**src/rtl/core/rhp_pkg.sv**
```systemverilog
`timescale 1ns / 1ps

package rhp_pkg;

  localparam logic [1:0] KIND_BYTE    = 2'd0;
  localparam logic [1:0] KIND_DONE    = 2'd1;
  localparam logic [1:0] KIND_DISCARD = 2'd2;

  localparam logic [7:0] P_MASK   = 8'h04;
  localparam logic [7:0] V_MASK   = 8'h02;
  localparam logic [7:0] PLEN_MSB = 8'h01;
  localparam int         PLEN_LSB_SHIFT = 3;
  localparam int         PLEN_MSB_POS   = 5;
  localparam logic [6:0] POS_MAX  = 7'd127;

  typedef struct packed {
    logic [7:0] data_byte;
    logic       packet_first;
    logic       packet_last;
    logic       rtp_marker;
    logic       discontinuity;
  } rhp_in_t;

  typedef struct packed {
    logic [1:0]  event_kind;
    logic [7:0]  out_byte;
    logic [15:0] frame_length;
    logic        frame_overflow;
    logic        run_last;
  } rhp_out_t;

  // Everything one input byte asks the back end to emit, in emit order:
  // discard, zero bytes, body byte, frame commit.
  typedef struct packed {
    logic        discard;
    logic [1:0]  zero_cnt;
    logic        body;
    logic [7:0]  body_byte;
    logic        done;
    logic [15:0] done_len;
    logic        done_ovf;
  } rhp_cmd_t;

  typedef struct packed {
    logic     valid;
    rhp_cmd_t cmd;
  } rhp_q_head_t;

endpackage

```
**src/rtl/core/rtp_h263p_payload_depacketizer_core.sv**
```systemverilog
`timescale 1ns / 1ps
// Channel   Handshake                    Payload
// item      item_valid / item_ready      item   (rhp_pkg::rhp_in_t)
// result    result_valid / result_ready  result (rhp_pkg::rhp_out_t)
//
// The front end takes one payload byte per cycle while its two-entry request
// queue has room; the back end emits one result per cycle while result_ready
// is high, so a byte with up to three results holds it until all are taken.
// An accepted byte is registered in the queue and then in the back end.
// Reset (rst, synchronous) empties the queue and restores the parser state.
// A stalled result side backs up into the queue and then drops item_ready.

module rtp_h263p_payload_depacketizer_core #(
  parameter int LENGTH_BITS = 16
) (
  input  logic              clk,
  input  logic              rst,
  input  logic              item_valid,
  output logic              item_ready,
  input  rhp_pkg::rhp_in_t  item,
  output logic              result_valid,
  input  logic              result_ready,
  output rhp_pkg::rhp_out_t result
);
  import rhp_pkg::*;

  logic        push;
  rhp_cmd_t    push_cmd;
  logic        q_full;
  logic        pop;
  rhp_q_head_t head;

  rhp_front #(
    .LENGTH_BITS(LENGTH_BITS)
  ) u_front (
    .clk       (clk),
    .rst       (rst),
    .item_valid(item_valid),
    .item_ready(item_ready),
    .item      (item),
    .q_full    (q_full),
    .push      (push),
    .push_cmd  (push_cmd)
  );

  rhp_queue u_queue (
    .clk     (clk),
    .rst     (rst),
    .push    (push),
    .push_cmd(push_cmd),
    .full    (q_full),
    .pop     (pop),
    .head    (head)
  );

  rhp_back u_back (
    .clk         (clk),
    .rst         (rst),
    .head        (head),
    .pop         (pop),
    .result_valid(result_valid),
    .result_ready(result_ready),
    .result      (result)
  );

endmodule

```
**src/rtl/core/rhp_front.sv**
```systemverilog
`timescale 1ns / 1ps

module rhp_front #(
  parameter int LENGTH_BITS = 16
) (
  input  logic            clk,
  input  logic            rst,
  input  logic            item_valid,
  output logic            item_ready,
  input  rhp_pkg::rhp_in_t item,
  input  logic            q_full,
  output logic            push,
  output rhp_pkg::rhp_cmd_t push_cmd
);
  import rhp_pkg::*;

  localparam int LB = LENGTH_BITS;
  localparam logic [LB:0] LEN_MAX = {1'b0, {LB{1'b1}}};

  logic [6:0]    byte_position;
  logic          picture_start_bit;
  logic          vrc_present;
  logic [5:0]    extra_header_length;
  logic          waiting_for_start;
  logic          packet_dropped;
  logic [LB-1:0] bytes_in_frame;
  logic          length_saturated;

  logic          accept;
  logic [6:0]    p;
  logic          dropped;
  logic          disc_ev;
  logic          waiting_eff;
  logic [LB-1:0] cnt_base;
  logic          sat_base;
  logic          psb_next;
  logic          vrc_next;
  logic [5:0]    ehl_next;
  logic [6:0]    hdr;
  logic [6:0]    hdr_m1;
  logic          at_hdr_end;
  logic          zeros;
  logic          body;
  logic          drop_now;
  logic          done;
  logic [1:0]    inc;
  logic [LB:0]   sum;
  logic          over;
  logic [LB-1:0] cnt_new;
  logic          sat_new;
  logic [LB+15:0] len_wide;

  assign item_ready = !q_full;
  assign accept     = item_valid && item_ready;

  always_comb begin
    disc_ev     = item.packet_first && item.discontinuity;
    p           = item.packet_first ? 7'd0 : byte_position;
    dropped     = item.packet_first ? 1'b0 : packet_dropped;
    waiting_eff = disc_ev ? 1'b1 : waiting_for_start;
    cnt_base    = disc_ev ? '0 : bytes_in_frame;
    sat_base    = disc_ev ? 1'b0 : length_saturated;

    psb_next = picture_start_bit;
    vrc_next = vrc_present;
    ehl_next = extra_header_length;
    if (p == 7'd0) begin
      psb_next = (item.data_byte & P_MASK) != 8'd0;
      vrc_next = (item.data_byte & V_MASK) != 8'd0;
      ehl_next = {((item.data_byte & PLEN_MSB) != 8'd0), 5'd0};
    end else if (p == 7'd1) begin
      ehl_next = {extra_header_length[PLEN_MSB_POS],
                  item.data_byte[7:PLEN_LSB_SHIFT]};
    end

    hdr    = 7'd2 + {6'd0, vrc_next} + {1'b0, ehl_next};
    hdr_m1 = hdr - 7'd1;

    at_hdr_end = !dropped && (p != 7'd0) && (p == hdr_m1);
    body       = !dropped && (p != 7'd0) && (p >= hdr);
    zeros      = at_hdr_end && psb_next;
    drop_now   = at_hdr_end && !psb_next && waiting_eff;
    done       = !dropped && item.packet_last && !drop_now && (p != 7'd0) &&
                 (p >= hdr_m1) && item.rtp_marker;

    inc     = zeros ? 2'd2 : (body ? 2'd1 : 2'd0);
    sum     = {1'b0, cnt_base} + {{(LB-1){1'b0}}, inc};
    over    = sum > LEN_MAX;
    cnt_new = over ? LEN_MAX[LB-1:0] : sum[LB-1:0];
    sat_new = sat_base || over;
    len_wide = {16'd0, cnt_new};

    push_cmd.discard   = disc_ev;
    push_cmd.zero_cnt  = zeros ? 2'd2 : 2'd0;
    push_cmd.body      = body;
    push_cmd.body_byte = item.data_byte;
    push_cmd.done      = done;
    push_cmd.done_len  = len_wide[15:0];
    push_cmd.done_ovf  = sat_new;
  end

  assign push = accept && (disc_ev || zeros || body || done);

  always_ff @(posedge clk) begin
    if (rst) begin
      byte_position       <= '0;
      picture_start_bit   <= 1'b0;
      vrc_present         <= 1'b0;
      extra_header_length <= '0;
      waiting_for_start   <= 1'b1;
      packet_dropped      <= 1'b0;
      bytes_in_frame      <= '0;
      length_saturated    <= 1'b0;
    end else if (accept) begin
      if (!dropped) begin
        picture_start_bit   <= psb_next;
        vrc_present         <= vrc_next;
        extra_header_length <= ehl_next;
      end
      waiting_for_start <= zeros ? 1'b0 : waiting_eff;
      if (done) begin
        bytes_in_frame   <= '0;
        length_saturated <= 1'b0;
      end else begin
        bytes_in_frame   <= cnt_new;
        length_saturated <= sat_new;
      end
      if (item.packet_last) begin
        byte_position  <= '0;
        packet_dropped <= 1'b0;
      end else begin
        byte_position  <= (p < POS_MAX) ? p + 7'd1 : p;
        packet_dropped <= dropped || drop_now;
      end
    end
  end

endmodule

```
**src/rtl/core/rhp_queue.sv**
```systemverilog
`timescale 1ns / 1ps

module rhp_queue (
  input  logic                  clk,
  input  logic                  rst,
  input  logic                  push,
  input  rhp_pkg::rhp_cmd_t     push_cmd,
  output logic                  full,
  input  logic                  pop,
  output rhp_pkg::rhp_q_head_t  head
);
  import rhp_pkg::*;

  rhp_cmd_t   entries [2];
  logic       wr_ptr;
  logic       rd_ptr;
  logic [1:0] count;

  assign full       = count == 2'd2;
  assign head.valid = count != 2'd0;
  assign head.cmd   = entries[rd_ptr];

  always_ff @(posedge clk) begin
    if (push) begin
      entries[wr_ptr] <= push_cmd;
    end
  end

  always_ff @(posedge clk) begin
    if (rst) begin
      wr_ptr <= 1'b0;
      rd_ptr <= 1'b0;
      count  <= 2'd0;
    end else begin
      if (push) begin
        wr_ptr <= !wr_ptr;
      end
      if (pop) begin
        rd_ptr <= !rd_ptr;
      end
      count <= count + {1'b0, push} - {1'b0, pop};
    end
  end

endmodule

```
**src/rtl/core/rhp_back.sv**
```systemverilog
`timescale 1ns / 1ps

module rhp_back (
  input  logic                 clk,
  input  logic                 rst,
  input  rhp_pkg::rhp_q_head_t head,
  output logic                 pop,
  output logic                 result_valid,
  input  logic                 result_ready,
  output rhp_pkg::rhp_out_t    result
);
  import rhp_pkg::*;

  rhp_cmd_t cur;
  logic     cur_valid;
  rhp_cmd_t cur_next;
  logic     is_last;
  logic     taken;

  assign result_valid = cur_valid;
  assign taken        = cur_valid && result_ready;

  // The head of the current request picks the result; accepting it retires
  // that one event from the request.
  always_comb begin
    result   = '0;
    cur_next = cur;
    is_last  = 1'b1;
    if (cur.discard) begin
      result.event_kind = KIND_DISCARD;
      is_last           = !((cur.zero_cnt != 2'd0) || cur.body || cur.done);
      cur_next.discard  = 1'b0;
    end else if (cur.zero_cnt != 2'd0) begin
      result.event_kind = KIND_BYTE;
      is_last           = (cur.zero_cnt == 2'd1) && !cur.body && !cur.done;
      cur_next.zero_cnt = cur.zero_cnt - 2'd1;
    end else if (cur.body) begin
      result.event_kind = KIND_BYTE;
      result.out_byte   = cur.body_byte;
      is_last           = !cur.done;
      cur_next.body     = 1'b0;
    end else begin
      result.event_kind     = KIND_DONE;
      result.frame_length   = cur.done_len;
      result.frame_overflow = cur.done_ovf;
      is_last               = 1'b1;
      cur_next.done         = 1'b0;
    end
    result.run_last = is_last;
  end

  assign pop = head.valid && (!cur_valid || (taken && is_last));

  always_ff @(posedge clk) begin
    if (pop) begin
      cur <= head.cmd;
    end else if (taken) begin
      cur <= cur_next;
    end
  end

  always_ff @(posedge clk) begin
    if (rst) begin
      cur_valid <= 1'b0;
    end else if (pop) begin
      cur_valid <= 1'b1;
    end else if (taken && is_last) begin
      cur_valid <= 1'b0;
    end
  end

endmodule

```
**config.mk**
```make
export PLATFORM = sky130hd
export DESIGN_NAME = rtp_h263p_payload_depacketizer_core
export DESIGN_NICKNAME = d
export VERILOG_FILES = /design/src/rtl/core/rhp_pkg.sv /design/src/rtl/core/rtp_h263p_payload_depacketizer_core.sv /design/src/rtl/core/rhp_front.sv /design/src/rtl/core/rhp_queue.sv /design/src/rtl/core/rhp_back.sv
export SDC_FILE = /design/constraint.sdc
export NUM_CORES = 1
export LEC_CHECK = 0
export ABC_AREA = 1
export BUFFER_PORTS_ARGS = -buffer_cell sky130_fd_sc_hd__buf_2
export CAP_MARGIN = 20
export CORE_MARGIN = 2
export CORE_UTILIZATION = 37
export DETAILED_ROUTE_END_ITERATION = 6
export PLACE_DENSITY = 0.52
export SYNTH_ARGS = -nofsm -noshare
export SYNTH_HDL_FRONTEND = slang
export SYNTH_SLANG_ARGS = --single-unit
export TNS_END_PERCENT = 5
```
**constraint.sdc**
```tcl
create_clock -name clk -period 13.7 [get_ports clk]
set_input_delay 1.37 -clock clk [delete_from_list [all_inputs] [get_ports clk]]
set_output_delay 1.37 -clock clk [all_outputs]
set_load 0.05 [all_outputs]
```
=== Yosys cells after proc, flatten, opt, wreduce, memory -nomap -nowiden ===
Memories as Yosys holds them, arrays and structs flattened. A register that Yosys moved wholly into a read port is not among the register bits.
Cells that the tools add are included.
Widths: inputs -> output; s select.

* Add/sub/neg operators: 8
* Bitwise logic cells: 1
* Order comparisons: 4
* Multiplexer cells: 43
* Reduce and logical (&&, ||, !) cells: 48
* Equality and inequality tests: 7

{| class="wikitable"
|+ Operators with widths
! operator !! number
|-
| $mux 30 || 2
|-
| $mux 25 || 2
|-
| $mux 16 || 3
|-
| $mux 1 || 23
|-
| $mux 7 || 3
|-
| $logic_and 1x1->1 || 19
|-
| $add 16x2->17 || 1
|-
| $gt 17x16->1 const B || 1
|-
| $mux 17 || 1
|-
| $ge 7x7->1 || 2
|-
| $logic_not 1->1 || 10
|-
| $mux 2 || 5
|-
| $reduce_bool 2->1 || 5
|-
| $logic_or 1x1->1 || 8
|-
| $mux 8 || 1
|-
| $add 7x1->7 const B || 1
|-
| $add 7x6->7 || 1
|-
| $eq 7x1->1 const B || 1
|-
| $eq 7x7->1 || 1
|-
| $logic_not 7->1 || 1
|-
| $lt 7x7->1 const B || 1
|-
| $reduce_bool 7->1 || 1
|-
| $sub 7x1->7 const B || 1
|-
| $mux 6 || 1
|-
| other kinds (13) || 16
|}

* Memory bits (writable): 60
* Output and inout port bits: 30
* Memories: 1
* Register bits: 69

{| class="wikitable"
|+ Memories
! memory !! words !! bits a word !! rd ports !! clocked after Yosys merged registers in !! write ports !! line !! text
|-
| u_queue.entries || 2 || 30 || 1 || 1 || 1 || rhp_queue.sv:14 || <nowiki>rhp_cmd_t entries [2];</nowiki>
|}

=== Depth between registers and ports, before layout ===
Gate-level depths: netlist (run 1).

* Word-level depth: 19
* Depth in mapped cells: 41
* Depth with buffers taken out: 41

=== Modules after synthesis ===
From an unflattened synthesis (run 1), not the netlist that was laid out.

* Cell total of the unflattened synthesis: 775
* Area, all modules: 7,005.5 um^2

{| class="wikitable"
|+ Modules (own cells, without submodules)
! module !! area each (um^2) !! cells an instance !! seq. area each (um^2) !! times used
|-
| rhp_front || 2,959.1 || 472 || 680.7 || 1
|-
| rhp_queue || 2,509.9 || 124 || 1,901.8 || 1
|-
| rhp_back || 1,536.5 || 179 || 920.9 || 1
|}

=== Worst setup path after synthesis (run 1) ===
Ideal clock, no wire load.

* Path kind: input to register
* From: in item[3] in the netlist's numbering
* To: mem u_queue.entries[0][0] in the netlist's numbering, enable pin
* Arrival time: 5.823 ns
* Library setup time: 0.415 ns
* Slack: 7.462 ns
* Buffers on the path: 1
* Required time: 13.285 ns
* Stages on the path: 31
* Cells stage by stage: nor2_1 -> inv_1 -> ha_1 -> inv_1 -> nor2_1 -> nand2_2 -> buf_6 -> o21ai_0 -> nor2_1 -> ha_1 -> inv_1 -> ha_1 -> nor2_1 -> nand2_1 -> xor2_1 -> inv_1 -> nand3_1 -> xnor2_1 -> ha_1 -> nand2_1 -> inv_1 -> and3_1 -> nand2_1 -> nor3_1 -> nor2_1 -> nand3_1 -> nand2_1 -> inv_1 -> nand2_1 -> nand2_1 -> nor2_1

* Longest elaborated chain between the ends: 19
* Elaborated cells on any way between the ends: 37
* Those cells by class: add/sub (3); order compare (2); eq/ne (2); mux (9); reduce/logical (21)

{| class="wikitable"
|+ RTL lines
! what !! line !! text
|-
| start, declared || rtp_h263p_payload_depacketizer_core.sv:20 || <nowiki>input rhp_pkg::rhp_in_t item,</nowiki>
|-
| $mux 7 (*) || rhp_front.sv:58 || <nowiki>p = item.packet_first ? 7'd0 : byte_position;</nowiki>
|-
| $eq 7x1->1 || rhp_front.sv:71 || <nowiki>end else if (p == 7'd1) begin</nowiki>
|-
| $mux 5 || rhp_front.sv:71 ||
|-
| $mux 6 (*) || rhp_front.sv:67 || <nowiki>if (p == 7'd0) begin</nowiki>
|-
| via u_front.ehl_next[0] || rhp_front.sv:38 || <nowiki>logic [5:0] ehl_next;</nowiki>
|-
| $add 7x6->7 (*) || rhp_front.sv:76 || <nowiki>hdr = 7'd2 + {6'd0, vrc_next} + {1'b0, ehl_next};</nowiki>
|-
| $sub 7x1->7 || rhp_front.sv:77 || <nowiki>hdr_m1 = hdr - 7'd1;</nowiki>
|-
| $eq 7x7->1 || rhp_front.sv:79 || <nowiki>at_hdr_end = !dropped && (p != 7'd0) && (p == hdr_m1);</nowiki>
|-
| $logic_and 1x1->1 || rhp_front.sv:79 ||
|-
| $logic_and 1x1->1 (2 in series) || rhp_front.sv:82 || <nowiki>drop_now = at_hdr_end && !psb_next && waiting_eff;</nowiki>
|-
| $logic_not 1->1 || rhp_front.sv:83 || <nowiki>done = !dropped && item.packet_last && !drop_now && (p != 7'd0) &&</nowiki>
|-
| $logic_and 1x1->1 (3 in series) || rhp_front.sv:83 ||
|-
| $logic_and 1x1->1 || rhp_front.sv:84 || <nowiki>(p >= hdr_m1) && item.rtp_marker;</nowiki>
|-
| $logic_or 1x1->1 (*) || rhp_front.sv:102 || <nowiki>assign push = accept && (disc_ev || zeros || body || done);</nowiki>
|-
| $logic_and 1x1->1 (*) || rhp_front.sv:102 ||
|-
| $mux 1 (*) || rhp_queue.sv:24 || <nowiki>if (push) begin</nowiki>
|-
| $mux 1 (not written as such) (*) || rhp_queue.sv:25 || <nowiki>entries[wr_ptr] <= push_cmd;</nowiki>
|-
| end, declared || rhp_queue.sv:14 ||
|}

The timed path passes the listed nets; every way through them passes the cells marked *.

==> impl_metrics.toml, run 1 <==
[global_routing]
grt_max_degree = 34
grt_pass1_vias = 4591
busiest_layer = "met2"
gr-usage-all-layers = 0.157
grt_overflow = 0
met2_usage = 0.255
use_met1 = 0.205
grt_pass1_wl_mm = 22.4
antenna_found_initial = 0
grt.met3_usage = 0.0406

[sta]
max_slew_margin = 0.338
holdWs_ns = 0.455
fin_skew_ns = 0.00944
finalHoldViolCount = 0
fmax_ghz = 0.160
drv_slew = 0
period_needed_ns = 6.26
setup_viol = 0
tightest_slew_ns = 0.991
period_share = 0.457
rsz0062_at_grt = "no"
tns_ns = 0

[critical_path]
criticalPathCategory = "in2reg"
reg2reg_slack_ns = 8.16
slowest_delay_ns = 0.30
worstPathRequired_ns = 13.96
critPathCaptureType = "register"
startpoint_type = "input port"
critical_path_arrival_ns = 6.51
crit_path_frequent_cell = "inv_1"
crit_slowest_cell = "o21ai_0"
cp_max_fo = 16

[layout]
n_fill_cell = 1708
seqCellArea_um2 = 3440
multi_input_area_um2 = 2470
final_cell_mix = "nand2_1 (183), inv_1 (103), edfxtp_1 (88)"
drive_above_1_share = 0.149
nets = 826
syn2layout_area_growth_pct = 15.4
antenna_cells = 0
final_common_cell = "nand2_1"

[worst_hold_path]
min_path_type = "reg2reg"

[placement]
place_congestion = 0.812
io_buffers = 45
dp_hpwl_mm = 9.42

[routing]
ant_nets = 0
wl_per_cell_um = 13.3
drc = 0
firstDrtPassIters = 4
avgViaCountPerCell = 4.64
vias = 4747
routed_wirelength_mm = 13.6
drtIter0Drc = 277

[clock_network]
cts_hold_buffers = 0
htreeDepth = 4
cts_tree = "yes"
ctsResizeCount = 0
post-cts-setup-buffers = 0
clkTransAtPathRegs_ns = 0.06
clock-sinks = 128
numCtsBuffers = 17
insertion_delay_ns = 0.41
cts.path.max_buffers = 2
root_buffer = "clkbuf_16"

[power_and_ir_drop]
power_density_nw_per_um2 = 170
peakVddDrop_v = 0.0000844
leakage_nw = 3.17

[floorplanning]
ioPinCount = 46
std_cell_rows = 48
core_um2 = 17100
die_h_um = 136
die_area_um2 = 18400
start_util = 0.376
die_x_um = 136

[yosys]
synth_top_area_cell = "edfxtp_1"
yosysSeqAreaShare = 0.536
netlist.area_leader.share = 0.411
yosys.cell_types.count = 38
synth.area.top_cells = "edfxtp_1 (41%), dfxtp_1 (12%), nand2_1 (11%)"
yosysWarnings = 0
syn_nets = 779
synth-seq-cells = 128
synth_cells = 738
syn-cell-area_um2 = 6430
synth.avg_cell_area_um2 = 8.71

[run_status]
status = "complete, no violations"

[run]
cap_violations = 0
==> sequential cells by signal, indices dropped and copies added, names as in the netlist, named ones only <==
register / cells
u_front.extra_header_length: 6
u_front.vrc_present: 1
u_front.length_saturated: 1
u_front.waiting_for_start: 1
u_back.cur: 30
u_front.packet_dropped: 1
u_front.picture_start_bit: 1
u_queue.rd_ptr: 1
u_queue.entries: 58
u_queue.wr_ptr: 1
u_queue.count: 2
u_front.byte_position: 7
u_back.result_valid: 1
u_front.bytes_in_frame: 16
==> cell families (layout without fill, tap and decap cells) <==
kind of cell	after synthesis	in the layout	share of synthesized area
buffers and inverters	132	191	0.0808
XOR/XNOR	18	18	0.0245
adder cells (fa/ha/maj)	25	25	0.0487
AO/OA/AOI/OAI	112	112	0.0946
AND/OR/NAND/NOR	323	323	0.216
flip-flops	128	128	0.536
==> Yosys cell counts, drive strengths merged <==
library cell and n:
edfxtp 88, nand4 5, buf 5, a211o 1, clkbuf 18, o21ai 25
nor4 1, nand3b 1, a21oi 80, nand2 199, clkinv 2, inv 107
o211ai 3, nor3 8, o21a 1, nand3 26, a31oi 1, xor2 14
xnor2 4, o31ai 1, and3 1, dfxtp 40, ha 25, nor2 76
or2 6
==> power by group <==
| part | total, mW | switching (mW) | internal [mW] |
|---|---|---|---|
| clock | 0.414 | 0.167 | 0.247 |
| sequential | 0.514 | 0.0193 | 0.495 |
| combinational | 0.333 | 0.255 | 0.0776 |
==> per-stage QoR <==
step           cells  area [um^2]   util  setup slack, ns  total power [mW]
2_1_floorplan    738         6430      -             7.46             0.767
3_3_place_gp     991         6870  0.402             7.35             0.850
3_5_place_dp     991         6870  0.402             7.13             0.858
4_1_cts         1022         7420  0.433             7.52              1.28
5_1_grt         1022         7420  0.433             6.95              1.33
6_report        1022         7420  0.433             7.44              1.26
==> path summary, 6_finish.rpt <==
check	startpoint	depth (start not counted)	endpoint
max	item[3]	37	u_front.bytes_in_frame[1]
min	u_queue.rd_ptr	1	register
max reg2reg	u_front.byte_position[0]	37	u_front.bytes_in_frame[1]
min reg2reg	u_queue.rd_ptr	1	register
==> routing by layer <==
metal | share of wire | vias up | routed length, um
met3 | 0.039 | 8 | 529
li1 | - | 2490 | -
met1 | 0.48 | 2176 | 6460
met4 | 0.0077 | 0 | 104
met2 | 0.48 | 73 | 6490
met5 | 0 | - | 0
==> critical path: cells and delay by family <==
family | cells | cell delay (ns)
simple gates | 19 | 2.53
buf+inv | 9 | 0.79
xor+xnor | 1 | 0.14
compound gates | 2 | 0.38
fa+ha+maj | 6 | 1.31
==> final cells by class <==
type,count,share of cell area
inverter,109,0.0552
clock inverter,14,0.0162
tap,225,0.0379
sequential,128,0.464
clock buffer,17,0.0573
multi-input combinational,478,0.333
timing repair buffer,51,0.0364
Power figures use the tool's default switching activity.
==> run 2: changes to the inputs <==
--- a/config.mk
+++ b/config.mk
@@ -11,7 +11,7 @@
 export CORE_MARGIN = 2
 export CORE_UTILIZATION = 37
 export DETAILED_ROUTE_END_ITERATION = 6
-export PLACE_DENSITY = 0.52
+export PLACE_DENSITY = 0.54
 export SYNTH_ARGS = -nofsm -noshare
 export SYNTH_HDL_FRONTEND = slang
 export SYNTH_SLANG_ARGS = --single-unit
==> constraint.sdc (replaced) <==
create_clock -name clk -period 5.58 [get_ports clk]
set_input_delay 0.558 -clock clk [delete_from_list [all_inputs] [get_ports clk]]
set_output_delay 0.558 -clock clk [all_outputs]
set_load 0.05 [all_outputs]
==> run 2 against run 1 <==
  * Setup slack lost 6.9 ns
  * Critical path depth down 1
  * Clock-buffer cell count rose by 1
  * Sequential share of layout area decreased by 0.88 points
  * Clock skew barely moved
  * Sequential power rose by 150%
  * Utilization increased by 0.83 points
  * Register-to-register slack got worse by 7.6 ns
  * Critical path type is now reg2reg
  * Critical endpoint is now u_front.bytes_in_frame[0]
  * Largest power group unchanged
  * Highest routed layer unchanged
==> impl_metrics.toml, run 2 (synthesis results as in run 1) <==
[run_status]
status = "complete, no violations"

[floorplanning]
die_x_um = 136
core_um2 = 17100
die_area_um2 = 18400
start_util = 0.376
std_cell_rows = 48
ioPinCount = 46
die_h_um = 136

[routing]
firstDrtPassIters = 5
vias = 4827
drc = 0
wl_per_cell_um = 12.9
routed_wirelength_mm = 13.4
drtIter0Drc = 232
ant_nets = 0
avgViaCountPerCell = 4.66

[run]
cap_violations = 0

[critical_path]
path_buf_inv = 7
ff2ff_path_depth = 36
crit_family = "simple AND/OR/NAND/NOR gates"
worstReg2RegStart = "u_front.byte_position[0]"
cp_max_fo = 13
critical_path_arrival_ns = 5.28
criticalPathCategory = "reg2reg"
crit_path_frequent_cell = "inv_1"
r2r-end = "u_front.bytes_in_frame[0]"
critPathCaptureType = "register"
worstPathRequired_ns = 5.84
reg2reg_slack_ns = 0.56
startpoint_type = "register"
crit_slowest_cell = "dfxtp_1"
slowest_delay_ns = 0.33

[layout]
seqCellArea_um2 = 3440
nets = 838
stdcell_count = 1035
multi_input_area_um2 = 2480
n_fill_cell = 1661
final_cell_mix = "nand2_1 (183), inv_1 (102), edfxtp_1 (88)"
top_register = "u_queue.entries"
drive_above_1_share = 0.169
syn2layout_area_growth_pct = 17.6
largest_reg_flops = 58
antenna_cells = 0
reg_top3 = "u_queue.entries x58, u_back.cur x30, u_front.bytes_in_frame x16"
final_common_cell = "nand2_1"
layout.core_utilization = 0.442
final_area_um2 = 7560

[sta]
tns_ns = 0
drv_slew = 0
period_share = 0.899
fmax_ghz = 0.199
finalHoldViolCount = 0
holdWs_ns = 0.354
fin_skew_ns = 0.00919
max_slew_margin = 0.480
setup_viol = 0
period_needed_ns = 5.02
tightest_slew_ns = 0.780

[global_routing]
antenna_found_initial = 0
gr-usage-all-layers = 0.154
grt_max_degree = 34
grt_pass1_wl_mm = 22.1
grt_pass1_vias = 4558
grt_overflow = 0

[power_and_ir_drop]
peakVddDrop_v = 0.000265
power_density_nw_per_um2 = 415
leakage_nw = 3.25

[clock_network]
cts_tree = "yes"
numCtsBuffers = 17
clock-sinks = 128
root_buffer = "clkbuf_16"
htreeDepth = 4
cts.path.max_buffers = 2
clkTransAtPathRegs_ns = 0.06
cts_hold_buffers = 0
insertion_delay_ns = 0.42

[placement]
place_area_um2 = 6930
place_inst = 997
io_buffers = 45
place_congestion = 0.848
dp_hpwl_mm = 9.33

[worst_hold_path]
hold_depth = 1
whs_endpoint = "u_queue.entries[0][18]"
min_path_type = "in2reg"
min_from = "item[4]"
run 2: changes by cell type in the layout (fill, tap and decap cells not counted), moves of 2 or more:
cell	before	now
nor2_2	2	5
clkinv_2	2	4
nor2_1	72	69
buf_4	6	17
clkinvlp_4	5	3
run 2: repair_timing:
action                                  in CTS  in global routing
endpoints found under the setup margin       0                 51
resized for setup                            0                  6
setup buffers                                0                  6
run 2: stage by stage:
stage	setup slack [ns]	power (mW)
2_1_floorplan	0.154	1.88
3_3_place_gp	0.232	2.09
3_5_place_dp	0.0358	2.11
4_1_cts	0.334	3.18
5_1_grt	-0.00296	3.32
6_report	0.562	3.14
run 2: cell type report:
type | instances | area share
Timing Repair Buffer | 63 | 0.0493
Inverter | 109 | 0.0541
Clock inverter | 14 | 0.0187
Tap cell | 225 | 0.0372
Clock buffer | 18 | 0.0568
Sequential cell | 128 | 0.455
Multi-Input combinational cell | 478 | 0.328
run 2: metal layers:
metal | GRT usage | vias to the layer above | wire (um) | share of wire
li1 | - | 2513 | - | -
met1 | 0.200 | 2202 | 6290 | 0.47
met2 | 0.255 | 95 | 6390 | 0.48
met3 | 0.0295 | 17 | 523 | 0.039
met4 | 0.0602 | 0 | 197 | 0.015
met5 | 0 | - | 0 | 0
run 2: worst reg2reg max path: cells and delay by family (launching register included):
family | cells | cell delay, ns
adders and majority gates | 6 | 1.25
and+or+nand+nor | 21 | 2.60
xor gates and xnor gates | 1 | 0.06
AOI/OAI and AO/OA | 1 | 0.08
DFF | 1 | 0.33
buffers and inverters | 7 | 0.51
run 2: worst max path at each step:
stage	slack, ns	endpoint	startpoint	cells after the start
5_1_grt	-0.003	u_front.bytes_in_frame[1]	u_front.byte_position[0]	39
3_3_place_gp	0.23	u_front.bytes_in_frame[0]	item[3]	38
2_1_floorplan	0.15	u_queue.entries[0][0]	item[3]	31
3_5_place_dp	0.04	u_front.bytes_in_frame[1]	item[3]	38
6_report	0.56	u_front.bytes_in_frame[0]	u_front.byte_position[0]	36
4_1_cts	0.33	u_front.bytes_in_frame[1]	u_front.byte_position[0]	38
run 2: power breakdown:
part	total (mW)	switching (mW)	internal [mW]
Combinational	0.817	0.622	0.195
Sequential	1.26	0.0463	1.21
Clock	1.06	0.408	0.654
